===== src/rtl/core/ptw_pkg.sv =====
// ----------------------------------------------------------------------------
// ptw_pkg
// Shared widths, result codes and item/state structs for the page walker.
// ----------------------------------------------------------------------------
`default_nettype none

package ptw_pkg;

    localparam int VA_W        = 48;
    localparam int PA_W        = 52;
    localparam int SIZE_W      = 32;
    localparam int ENTRY_W     = 64;
    localparam int LEN_W       = 13;
    localparam int IDX_W       = 9;
    localparam int PAGE_SHIFT  = 12;
    localparam int PRESENT_BIT = 0;
    localparam int LARGE_BIT   = 7;

    localparam int DEF_PHYS_FRAME_BITS = 36;

    localparam logic [LEN_W-1:0] PAGE_BYTES = LEN_W'(1 << PAGE_SHIFT);

    typedef enum logic [1:0] {
        KIND_READ  = 2'd0,
        KIND_DONE  = 2'd1,
        KIND_FAULT = 2'd2
    } ptw_kind_t;

    typedef enum logic [0:0] {
        ACT_START = 1'b0,
        ACT_ENTRY = 1'b1
    } ptw_action_t;

    typedef struct packed {
        ptw_action_t         action;
        logic [VA_W-1:0]     linear_addr;
        logic [PA_W-1:0]     table_base;
        logic [SIZE_W-1:0]   request_size;
        logic [ENTRY_W-1:0]  entry_data;
    } ptw_item_t;

    typedef struct packed {
        ptw_kind_t           kind;
        logic [PA_W-1:0]     entry_address;
        logic [PA_W-1:0]     phys_addr;
        logic [LEN_W-1:0]    copy_length;
    } ptw_result_t;

    typedef struct packed {
        logic                busy;
        logic [1:0]          level;
        logic [VA_W-1:0]     linear_address;
        logic [LEN_W-1:0]    byte_count;
    } ptw_state_t;

endpackage

`default_nettype wire


===== src/rtl/core/ptw_step.sv =====
// ----------------------------------------------------------------------------
// ptw_step
// One walk step: takes an item and the walk state, gives the result and the
// next walk state.
// ----------------------------------------------------------------------------
`default_nettype none

module ptw_step
    import ptw_pkg::*;
#(
    parameter int PHYS_FRAME_BITS = DEF_PHYS_FRAME_BITS
)
(
    input  ptw_item_t   item,
    input  ptw_state_t  state,
    output logic        has_result,
    output ptw_result_t result,
    output ptw_state_t  state_next
);

    localparam logic [PA_W-1:0] TOP_MASK =
        PA_W'((64'd1 << PHYS_FRAME_BITS) - 64'd1);
    localparam logic [PA_W-1:0] FMASK_4K = TOP_MASK & ~PA_W'((64'd1 << PAGE_SHIFT) - 64'd1);
    localparam logic [PA_W-1:0] FMASK_2M = TOP_MASK & ~PA_W'((64'd1 << 21) - 64'd1);
    localparam logic [PA_W-1:0] FMASK_1G = TOP_MASK & ~PA_W'((64'd1 << 30) - 64'd1);

    function automatic logic [IDX_W-1:0] level_index(input logic [VA_W-1:0] va,
                                                     input logic [1:0] lvl);
        logic [IDX_W-1:0] idx;
        begin
            case (lvl)
                2'd0:    idx = va[47:39];
                2'd1:    idx = va[38:30];
                2'd2:    idx = va[29:21];
                2'd3:    idx = va[20:12];
                default: idx = va[47:39];
            endcase
            return idx;
        end
    endfunction

    logic [1:0]        next_level;
    logic [PA_W-1:0]   top_addr;
    logic [PA_W-1:0]   next_addr;
    logic [PA_W-1:0]   entry_frame;
    logic [PA_W-1:0]   pa_1g;
    logic [PA_W-1:0]   pa_2m;
    logic [PA_W-1:0]   pa_4k;
    logic [PA_W-1:0]   pa_sel;
    logic [LEN_W-1:0]  size_clamped;
    logic [LEN_W-1:0]  page_left;
    logic [LEN_W-1:0]  done_len;
    logic              present;
    logic              large_page;

    assign next_level   = state.level + 2'd1;
    assign top_addr     = {item.table_base[PA_W-1:4], 4'b0000}
                        + {{(PA_W-IDX_W-3){1'b0}}, level_index(item.linear_addr, 2'd0), 3'b000};
    assign entry_frame  = item.entry_data[PA_W-1:0] & FMASK_4K;
    assign next_addr    = entry_frame
                        + {{(PA_W-IDX_W-3){1'b0}}, level_index(state.linear_address, next_level),
                           3'b000};
    assign pa_1g        = (item.entry_data[PA_W-1:0] & FMASK_1G)
                        | {{(PA_W-30){1'b0}}, state.linear_address[29:0]};
    assign pa_2m        = (item.entry_data[PA_W-1:0] & FMASK_2M)
                        | {{(PA_W-21){1'b0}}, state.linear_address[20:0]};
    assign pa_4k        = entry_frame
                        | {{(PA_W-PAGE_SHIFT){1'b0}}, state.linear_address[PAGE_SHIFT-1:0]};
    assign size_clamped = (item.request_size < SIZE_W'(PAGE_BYTES))
                        ? item.request_size[LEN_W-1:0] : PAGE_BYTES;
    assign present      = item.entry_data[PRESENT_BIT];
    assign large_page   = item.entry_data[LARGE_BIT];
    assign pa_sel       = (state.level == 2'd1) ? pa_1g
                        : (state.level == 2'd2) ? pa_2m : pa_4k;
    assign page_left    = PAGE_BYTES - {1'b0, pa_sel[PAGE_SHIFT-1:0]};
    assign done_len     = (state.byte_count < page_left) ? state.byte_count : page_left;

    always_comb
    begin
        has_result = 1'b0;
        result     = '{kind: KIND_FAULT, entry_address: '0, phys_addr: '0,
                       copy_length: '0};
        state_next = state;
        if (item.action == ACT_START) begin
            if (!state.busy) begin
                has_result                = 1'b1;
                state_next.linear_address = item.linear_addr;
                state_next.byte_count     = size_clamped;
                state_next.level          = 2'd0;
                if (item.table_base != '0) begin
                    if (top_addr != '0) begin
                        state_next.busy      = 1'b1;
                        result.kind          = KIND_READ;
                        result.entry_address = top_addr;
                    end
                end
            end
        end else if (state.busy) begin
            has_result      = 1'b1;
            state_next.busy = 1'b0;
            if (state.level != 2'd3 && !present) begin
                // absent entry: fault, walk ends
            end else if ((state.level == 2'd1 || state.level == 2'd2) && large_page) begin
                result.kind        = KIND_DONE;
                result.phys_addr   = pa_sel;
                result.copy_length = done_len;
            end else if (state.level == 2'd3) begin
                if (entry_frame != '0) begin
                    result.kind        = KIND_DONE;
                    result.phys_addr   = pa_sel;
                    result.copy_length = done_len;
                end
            end else begin
                state_next.level = next_level;
                if (next_addr != '0) begin
                    state_next.busy      = 1'b1;
                    result.kind          = KIND_READ;
                    result.entry_address = next_addr;
                end
            end
        end
    end

endmodule

`default_nettype wire


===== src/rtl/core/ptw_obuf.sv =====
// ----------------------------------------------------------------------------
// ptw_obuf
// Two-entry result buffer: a two-slot FIFO with read and write pointers.
// ----------------------------------------------------------------------------
`default_nettype none

module ptw_obuf
    import ptw_pkg::*;
(
    input  logic        clk,
    input  logic        rst_n,
    input  logic        push,
    input  ptw_result_t push_data,
    input  logic        pop,
    output logic        full,
    output logic        valid,
    output ptw_result_t head
);

    ptw_result_t mem_reg [2];
    logic        wr_ptr_reg;
    logic        wr_ptr_next;
    logic        rd_ptr_reg;
    logic        rd_ptr_next;
    logic [1:0]  count_reg;
    logic [1:0]  count_next;

    assign full  = (count_reg == 2'd2);
    assign valid = (count_reg != 2'd0);
    assign head  = mem_reg[rd_ptr_reg];

    always_comb
    begin
        wr_ptr_next = push ? ~wr_ptr_reg : wr_ptr_reg;
        rd_ptr_next = pop  ? ~rd_ptr_reg : rd_ptr_reg;
        count_next  = count_reg + {1'b0, push} - {1'b0, pop};
    end

    always_ff @(posedge clk or negedge rst_n)
    begin
        if (!rst_n) begin
            wr_ptr_reg <= 1'b0;
            rd_ptr_reg <= 1'b0;
            count_reg  <= 2'd0;
        end else begin
            wr_ptr_reg <= wr_ptr_next;
            rd_ptr_reg <= rd_ptr_next;
            count_reg  <= count_next;
        end
    end

    // hold payload until written over
    always_ff @(posedge clk)
    begin
        if (push) begin
            mem_reg[wr_ptr_reg] <= push_data;
        end
    end

endmodule

`default_nettype wire


===== src/rtl/core/four_level_page_table_walker_core.sv =====
// ----------------------------------------------------------------------------
// four_level_page_table_walker_core
// Four-level page walker: one walk step per item, entry reads go out as results.
// ----------------------------------------------------------------------------
// Flow: an accepted item waits in the input register; its result (if any) is
//   pushed into the result buffer, whose head drives out_valid and the outputs.
// Throughput: one item per cycle; the input register advances when the
//   two-entry result buffer has room, so a stalled result does not stop intake
//   until both buffer slots are taken.
// Reset: walk state (idle, level 0, saved address and count) and all valid
//   bits clear asynchronously; no walk is pending after reset.
// ----------------------------------------------------------------------------
`default_nettype none

module four_level_page_table_walker_core
    import ptw_pkg::*;
#(
    parameter int PHYS_FRAME_BITS = DEF_PHYS_FRAME_BITS
)
(
    input  logic                clk,
    input  logic                rst_n,
    input  logic                in_valid,
    output logic                in_stall,
    input  logic                action,
    input  logic [VA_W-1:0]     linear_addr,
    input  logic [PA_W-1:0]     table_base,
    input  logic [SIZE_W-1:0]   request_size,
    input  logic [ENTRY_W-1:0]  entry_data,
    output logic                out_valid,
    input  logic                out_stall,
    output logic [1:0]          result_kind,
    output logic [PA_W-1:0]     entry_address,
    output logic [PA_W-1:0]     phys_addr,
    output logic [LEN_W-1:0]    copy_length
);

    // Input register: holds the accepted item until its step is done.
    logic         s1_valid_reg;
    logic         s1_valid_next;
    ptw_item_t    s1_item_reg;

    // Walk state, updated when the item in the input register retires.
    ptw_state_t   walk_reg;
    ptw_state_t   walk_next;

    logic         in_accept;
    logic         s1_adv;
    logic         step_has;
    ptw_result_t  step_result;
    logic         buf_push;
    logic         buf_pop;
    logic         buf_full;
    ptw_result_t  buf_head;

    ptw_step #(
        .PHYS_FRAME_BITS (PHYS_FRAME_BITS)
    ) u_step (
        .item       (s1_item_reg),
        .state      (walk_reg),
        .has_result (step_has),
        .result     (step_result),
        .state_next (walk_next)
    );

    // Retire the held item when it makes no result or the buffer has a slot.
    assign s1_adv    = s1_valid_reg && (!step_has || !buf_full);
    assign in_stall  = s1_valid_reg && !s1_adv;
    assign in_accept = in_valid && !in_stall;
    assign buf_push  = s1_adv && step_has;
    assign buf_pop   = out_valid && !out_stall;

    always_comb
    begin
        s1_valid_next = s1_valid_reg;
        if (in_accept) begin
            s1_valid_next = 1'b1;
        end else if (s1_adv) begin
            s1_valid_next = 1'b0;
        end
    end

    always_ff @(posedge clk or negedge rst_n)
    begin
        if (!rst_n) begin
            s1_valid_reg <= 1'b0;
            walk_reg     <= '{busy: 1'b0, level: 2'd0, linear_address: '0, byte_count: '0};
        end else begin
            s1_valid_reg <= s1_valid_next;
            if (s1_adv) begin
                walk_reg <= walk_next;
            end
        end
    end

    // Capture the item payload on acceptance.
    always_ff @(posedge clk)
    begin
        if (in_accept) begin
            s1_item_reg <= '{action: ptw_action_t'(action),
                             linear_addr: linear_addr,
                             table_base: table_base,
                             request_size: request_size,
                             entry_data: entry_data};
        end
    end

    ptw_obuf u_obuf (
        .clk       (clk),
        .rst_n     (rst_n),
        .push      (buf_push),
        .push_data (step_result),
        .pop       (buf_pop),
        .full      (buf_full),
        .valid     (out_valid),
        .head      (buf_head)
    );

    assign result_kind   = buf_head.kind;
    assign entry_address = buf_head.entry_address;
    assign phys_addr     = buf_head.phys_addr;
    assign copy_length   = buf_head.copy_length;

    // The buffer is never written while both slots are taken.
    assert property (@(posedge clk) disable iff (!rst_n) !(buf_push && buf_full))
        else $error("result pushed into full buffer");

    // A start that meets a pending walk gives nothing.
    assert property (@(posedge clk) disable iff (!rst_n)
        (s1_valid_reg && s1_item_reg.action == ACT_START && walk_reg.busy) |-> !step_has)
        else $error("start during walk produced a result");

    // A done or fault ends the walk.
    assert property (@(posedge clk) disable iff (!rst_n)
        (buf_push && step_result.kind != KIND_READ) |=> !walk_reg.busy)
        else $error("walk still busy after final result");

    // A finished translation never copies past the page.
    assert property (@(posedge clk) disable iff (!rst_n)
        (out_valid && result_kind == KIND_DONE) |-> (copy_length <= PAGE_BYTES))
        else $error("copy length beyond page size");

endmodule

`default_nettype wire


===== config.mk =====
export PLATFORM = sky130hd
export DESIGN_NAME = four_level_page_table_walker_core
export DESIGN_NICKNAME = d
export VERILOG_FILES = /design/src/rtl/core/ptw_pkg.sv /design/src/rtl/core/ptw_step.sv /design/src/rtl/core/ptw_obuf.sv /design/src/rtl/core/four_level_page_table_walker_core.sv
export SDC_FILE = /design/constraint.sdc
export NUM_CORES = 1
export LEC_CHECK = 0
export ABC_AREA = 0
export BUFFER_PORTS_ARGS = -buffer_cell sky130_fd_sc_hd__buf_2
export CAP_MARGIN = 20
export CORE_AREA = 2 2 221 223
export CTS_CLUSTER_SIZE = 14
export DETAILED_ROUTE_END_ITERATION = 8
export DIE_AREA = 0 0 223 225
export GPL_ROUTABILITY_DRIVEN = 0
export PLACE_DENSITY_LB_ADDON = 0.3
export SYNTH_ARGS = -nofsm -noshare
export SYNTH_HDL_FRONTEND = slang
export SYNTH_SLANG_ARGS = --single-unit

===== constraint.sdc =====
create_clock -name clk -period 25.8 [get_ports clk]
set_clock_uncertainty 0.05 [all_clocks]
set_input_delay 7.74 -clock clk [delete_from_list [all_inputs] [get_ports clk]]
set_output_delay 7.74 -clock clk [all_outputs]
set_load 0.02 [all_outputs]

==> results of run 1 <==
[layout make-up]
cell class / count / area (um^2)
diodes: 3 / 7.507
clock buffers: 60 / 1265
clock inverters: 26 / 311.5
fillers: 4187 / 25130
inverters: 20 / 75.07
multi-input cells: 834 / 6048
flip-flops and latches: 428 / 12510
well taps: 615 / 769.5
repair buffers: 277 / 1424
[worst max-delay path by stage]
stage                     cells past startpoint         startpoint          endpoint
after floorplan                               1           in_valid    s1_item_reg[0]
after global placement                        4           in_valid   s1_item_reg[32]
after detailed placement                      4           in_valid   s1_item_reg[31]
after CTS                                     3  u_obuf.rd_ptr_reg  entry_address[7]
after global routing                          3  u_obuf.rd_ptr_reg  entry_address[7]
final                                         3  u_obuf.rd_ptr_reg  entry_address[7]
[logic make-up (layout without fill, tap and decap cells)]
family / after synthesis / count (layout) / synth area share (%)
buffers and inverters: 98 / 383 / 2.555
XOR/XNOR: 53 / 53 / 2.449
other: 1 / 22 / 0.01978
adder cells (fa/ha/maj): 32 / 32 / 2.152
flip-flops: 428 / 428 / 65.98
multiplexers: 159 / 159 / 9.367
AO/OA/AOI/OAI: 208 / 208 / 7.354
AND/OR/NAND/NOR: 363 / 363 / 10.12
[worst max-delay path, delay by kind of cell (launching register included)]
kind / cells / cell delay [ns]
muxes: 1 / 0.49
DFF: 1 / 0.70
buffers and inverters: 2 / 1.00
[through the flow]
stage          total power (W)  utilization [%]
6_report              0.002399            47.14
5_1_grt               0.002510            47.14
4_1_cts               0.002422            47.09
3_5_place_dp          0.001730            43.78
3_3_place_gp          0.001715            43.78
2_1_floorplan         0.001496                -
[layout by cell type, fill, tap and decap left out, types with 23 or more instances in the layout]
cell type  instances
nand3_1           27
clkbuf_16         47
or3_1             23
nand2_1           92
xnor2_1           24
edfxtp_1         359
and2_1            26
nor4_1            31
dfrtp_1           68
o21ai_0           58
mux2_2           147
buf_2            264
xor2_1            29
nand4_1           23
nor2_1            56
a21oi_1           42
ha_1              31
[power groups by stage]
stage	combinational, W	sequential, W	clock (W)
3_5_place_dp	0.000679	0.00105	0
4_1_cts	0.000683	0.00104	0.000703
5_1_grt	0.000729	0.00105	0.000729
2_1_floorplan	0.000480	0.00102	0
6_report	0.000676	0.00104	0.000685
3_3_place_gp	0.000672	0.00104	0
[layer usage]
metal / global-route usage, % / up-vias / share of wire [%]
met1: 28.91 / 6107 / 46
met3: 3.181 / 66 / 7.3
met5: 0 / - / 0.042
li1: - / 5657 / -
met4: 6.084 / 4 / 2.1
met2: 29.58 / 520 / 44
==> impl_metrics.ini, run 1 <==
[power]
comb_power_share_pct = 28.2
netSwitchingFraction_pct = 33.26
p_per_area_nw_per_um2 = 107.0
power.switching_w = 0.0007978
internal-power_w = 0.001601
ir_drop_uv = 56.62
clockPowerShare_pct = 28.6
power_leakage_nw = 8.414
pwr-share-seq_pct = 43.3

[global_route]
antenna_found_initial = 7
grt_usage_pct = 19.56
grt_pass1_vias = 12020
grt_max_degree = 73
grt_pass1_wl_um = 73570
gr-total-overflow = 0

[min_path]
hold_depth = 1
holdCritPathClass = reg -> reg
holdPathEnd = walk_reg[11]
worstHoldStart = s1_item_reg[75]

[timing]
hold_viol = 0
setup_viol = 0
slew_violations = 0
holdWs_ns = 0.4107
max-slew-margin-rel_pct = 27.38
min_period_ns = 10.71
fmax_ghz = 0.09334
rsz0062_at_grt = false
timing.final.crit_share_pct = 41.53
finalSetupTns_ns = 0
worstMarginPinSlew_ns = 1.089
worst_slack_ns = 15.09

[synth]
synth_top_area_share_pct = 56.88
synth_commonest_cells = edfxtp_1 (359), mux2_2 (147), nand2_1 (93)
avgSynthCellArea_um2 = 14.12
yosys.area.top_type = edfxtp_1
synth-main-ff-cell = edfxtp_1
yosysMostFrequentCell = edfxtp_1
yosysWarnings = 0
synth-seq-area-share_pct = 65.98
ys_ff_latch = 428
synth_area_leaders = edfxtp_1 (57%), dfrtp_1 (9.1%), mux2_2 (8.7%), ha_1 (2.0%), nand2_1 (1.8%)
syn_inst = 1342
synth_cell_types = 72
async_flop_share_pct = 16.12
synth_edf_count = 359
syn_area_um2 = 18950

[worst_setup_path]
timing.rr.start = s1_item_reg[100]
r2r_cells = 12
worstSetupStartpointType = register
worstSetupEndpointType = output port
cpPeakStageDelay_ns = 0.82
path_cells = buf_4, mux2_2, buf_2
cp_max_fo = 72
ff2ff_setup_slack_ns = 20.99
critPathKind = reg -> out
cp_data_arrival_time_ns = 2.92
r2r-end = u_obuf.mem_reg[1][104]
crit_slowest_cell = buf_4
cp.required_ns = 18.01

[final_layout]
finalInstanceArea_um2 = 22410
largest_reg_flops = 200
drive_gt1_share_pct = 32.04
area_delta_synth_final_pct = 18.24
final-instance-count-excl-fill = 2263
finalNetCount = 1841

[clocking]
clock_sinks = 428
clk_pin_slew_worst_paths_ns = 0.06
cts_buffers = 47
cts-root-buf = clkbuf_16
postCtsSetupRepairBufs = 0
htree_levels = 2
ctsResizeCount = 0
ctsHoldBuffers = 0
clk_latency_ns = 0.59
cts_tree = done
clk_path_buf_depth = 3

[drt]
drt-initial-drc-count = 1104
via_per_inst = 5.459
vias = 12350
ant_nets = 0
wl_per_cell_um = 22.13
drcViolationCount = 0
wl_um = 50070
drt_first_pass_iters = 7

[floorplanning]
dieArea_um2 = 50180
die_y_um = 225
core_area_um2 = 47550
die_w_um = 223
ios = 322
rows = 80
initial_core_util_pct = 39.87

[placed_design]
place_hpwl_um = 35960
dp_cells = 2173
portBuffers = 264
dp_slack_ns = 15.11
place_area_um2 = 20820

[status]
status = finished, final reports clean

[job]
drv_cap = 0
Power figures use the tool's default switching activity.
==> inputs of run 2 (changes only) <==
==> constraint.sdc (replaced) <==
create_clock -name clk -period 8.6 [get_ports clk]
set_clock_uncertainty 0.05 [all_clocks]
set_input_delay 2.58 -clock clk [delete_from_list [all_inputs] [get_ports clk]]
set_output_delay 2.58 -clock clk [all_outputs]
set_load 0.02 [all_outputs]
==> run 2 against run 1 <==
  * Wire length increased by 1.4%
  * Largest power group unchanged
  * Cell count hardly changed
  * Sequential share of layout area up 0.28 points
==> impl_metrics.ini, run 2 (synthesis gave the netlist of run 1 again) <==
[drt]
ant_nets = 0
drt_first_pass_iters = 5
vias = 12360
wl_per_cell_um = 22.42
via_per_inst = 5.460
drcViolationCount = 0
drt-initial-drc-count = 1208
wl_um = 50750

[timing]
setup_viol = 0
holdWs_ns = 0.4166
hold_viol = 0
rsz0062_at_grt = false
fmax_ghz = 0.1817
timing.final.crit_share_pct = 64.00
worstMarginPinSlew_ns = 1.024
slew_violations = 0
finalSetupTns_ns = 0
max-slew-margin-rel_pct = 31.75
min_period_ns = 5.504

[worst_setup_path]
critPathKind = reg -> out
cp_max_fo = 52
worstSetupStartpointType = register
worstSetupEndpointType = output port
cp.required_ns = 5.97
cp_data_arrival_time_ns = 2.87

[clocking]
ctsHoldBuffers = 0
cts-root-buf = clkbuf_16
postCtsSetupRepairBufs = 0
clk_path_buf_depth = 3
clk_pin_slew_worst_paths_ns = 0.06
cts_tree = done
clock_sinks = 428
htree_levels = 2
ctsResizeCount = 0
clk_latency_ns = 0.58
cts_buffers = 46

[floorplanning]
dieArea_um2 = 50180
die_y_um = 225
core_area_um2 = 47550
die_w_um = 223
rows = 80
ios = 322
initial_core_util_pct = 39.87

[global_route]
grt_usage_pct = 19.89
grt_max_degree = 128
grt_pass1_wl_um = 74750
antenna_found_initial = 11
gr-total-overflow = 0
grt_pass1_vias = 12050

[final_layout]
drive_gt1_share_pct = 31.63
final_cell_mix = edfxtp_1 (359), buf_2 (264), mux2_2 (147)
final-instance-count-excl-fill = 2264
fin_util_pct = 46.90
layout_commonest_cell = edfxtp_1
area_delta_synth_final_pct = 17.64
largest_reg_flops = 200
finalNetCount = 1840
num-fill-cells = 4212

[power]
ir_drop_uv = 160.5
p_per_area_nw_per_um2 = 316.4
power_leakage_nw = 8.347

[placed_design]
place_hpwl_um = 36230
portBuffers = 264
dp_cells = 2174

[min_path]
holdCritPathClass = reg -> reg

[status]
status = finished, final reports clean

[job]
drv_cap = 0
run 2: changes by cell type in the layout (fill, tap and decap cells not counted), sizes merged:
cell | previous run | this run
bufinv | 6 | 1
clkbuf | 60 | 75
clkinv | 13 | 7
dlymetal6s2s | 1 | 0
buf | 276 | 277
inv | 23 | 22
diode | 3 | 5
clkinvlp | 4 | 0
run 2: area by class of cell:
class	count	area (um^2)	area share (%)
clock buffers	75	1360	6.099
well taps	615	769.5	3.451
repair buffers	277	1428	6.402
multi-input cells	834	6048	27.12
diodes	5	12.51	0.05611
inverters	20	75.07	0.3367
clock inverters	10	95.09	0.4264
flip-flops and latches	428	12510	56.10
run 2: layer usage:
metal / routed length [um] / share of wire [%] / vias to the layer above / track usage, %
met3: 3495 / 6.9 / 78 / 3.299
met5: 0 / 0 / - / 0
met1: 22950 / 45 / 6140 / 28.85
met2: 23190 / 46 / 502 / 30.42
met4: 1117 / 2.2 / 0 / 6.733
li1: - / - / 5642 / -
run 2: worst paths after layout:
kind,startpoint,end,slack (ns),depth (start not counted)
worst max-delay path,u_obuf.rd_ptr_reg,entry_address[15],3.10,3
worst min-delay path,s1_item_reg[68],walk_reg[4],0.42,1
worst max register to register,s1_item_reg[101],u_obuf.mem_reg[1][104],3.85,10
worst min register to register,s1_item_reg[68],walk_reg[4],0.42,1
max in group asynchronous,rst_n,u_obuf.rd_ptr_reg,5.56,2
min in group asynchronous,rst_n,walk_reg[21],2.17,2
run 2: report_power, final:
part	switching, W	internal (W)
Combinational	0.00124	0.000766
Clock	0.000800	0.00111
Sequential	0.000324	0.00281
run 2: critical path: stages (launching register included):
cell	delay (ns)
dfrtp_4	0.89
buf_4	0.69
mux2_2	0.45
buf_2	0.17
run 2: per-stage QoR:
step	cell area [um^2]	power, W	setup WS [ns]
3_3_place_gp	20830	0.005148	3.640
2_1_floorplan	19020	0.004475	0.1185
5_1_grt	22300	0.007388	2.946
3_5_place_dp	20830	0.005193	3.633
4_1_cts	22290	0.007124	2.987
6_report	22300	0.007054	3.096
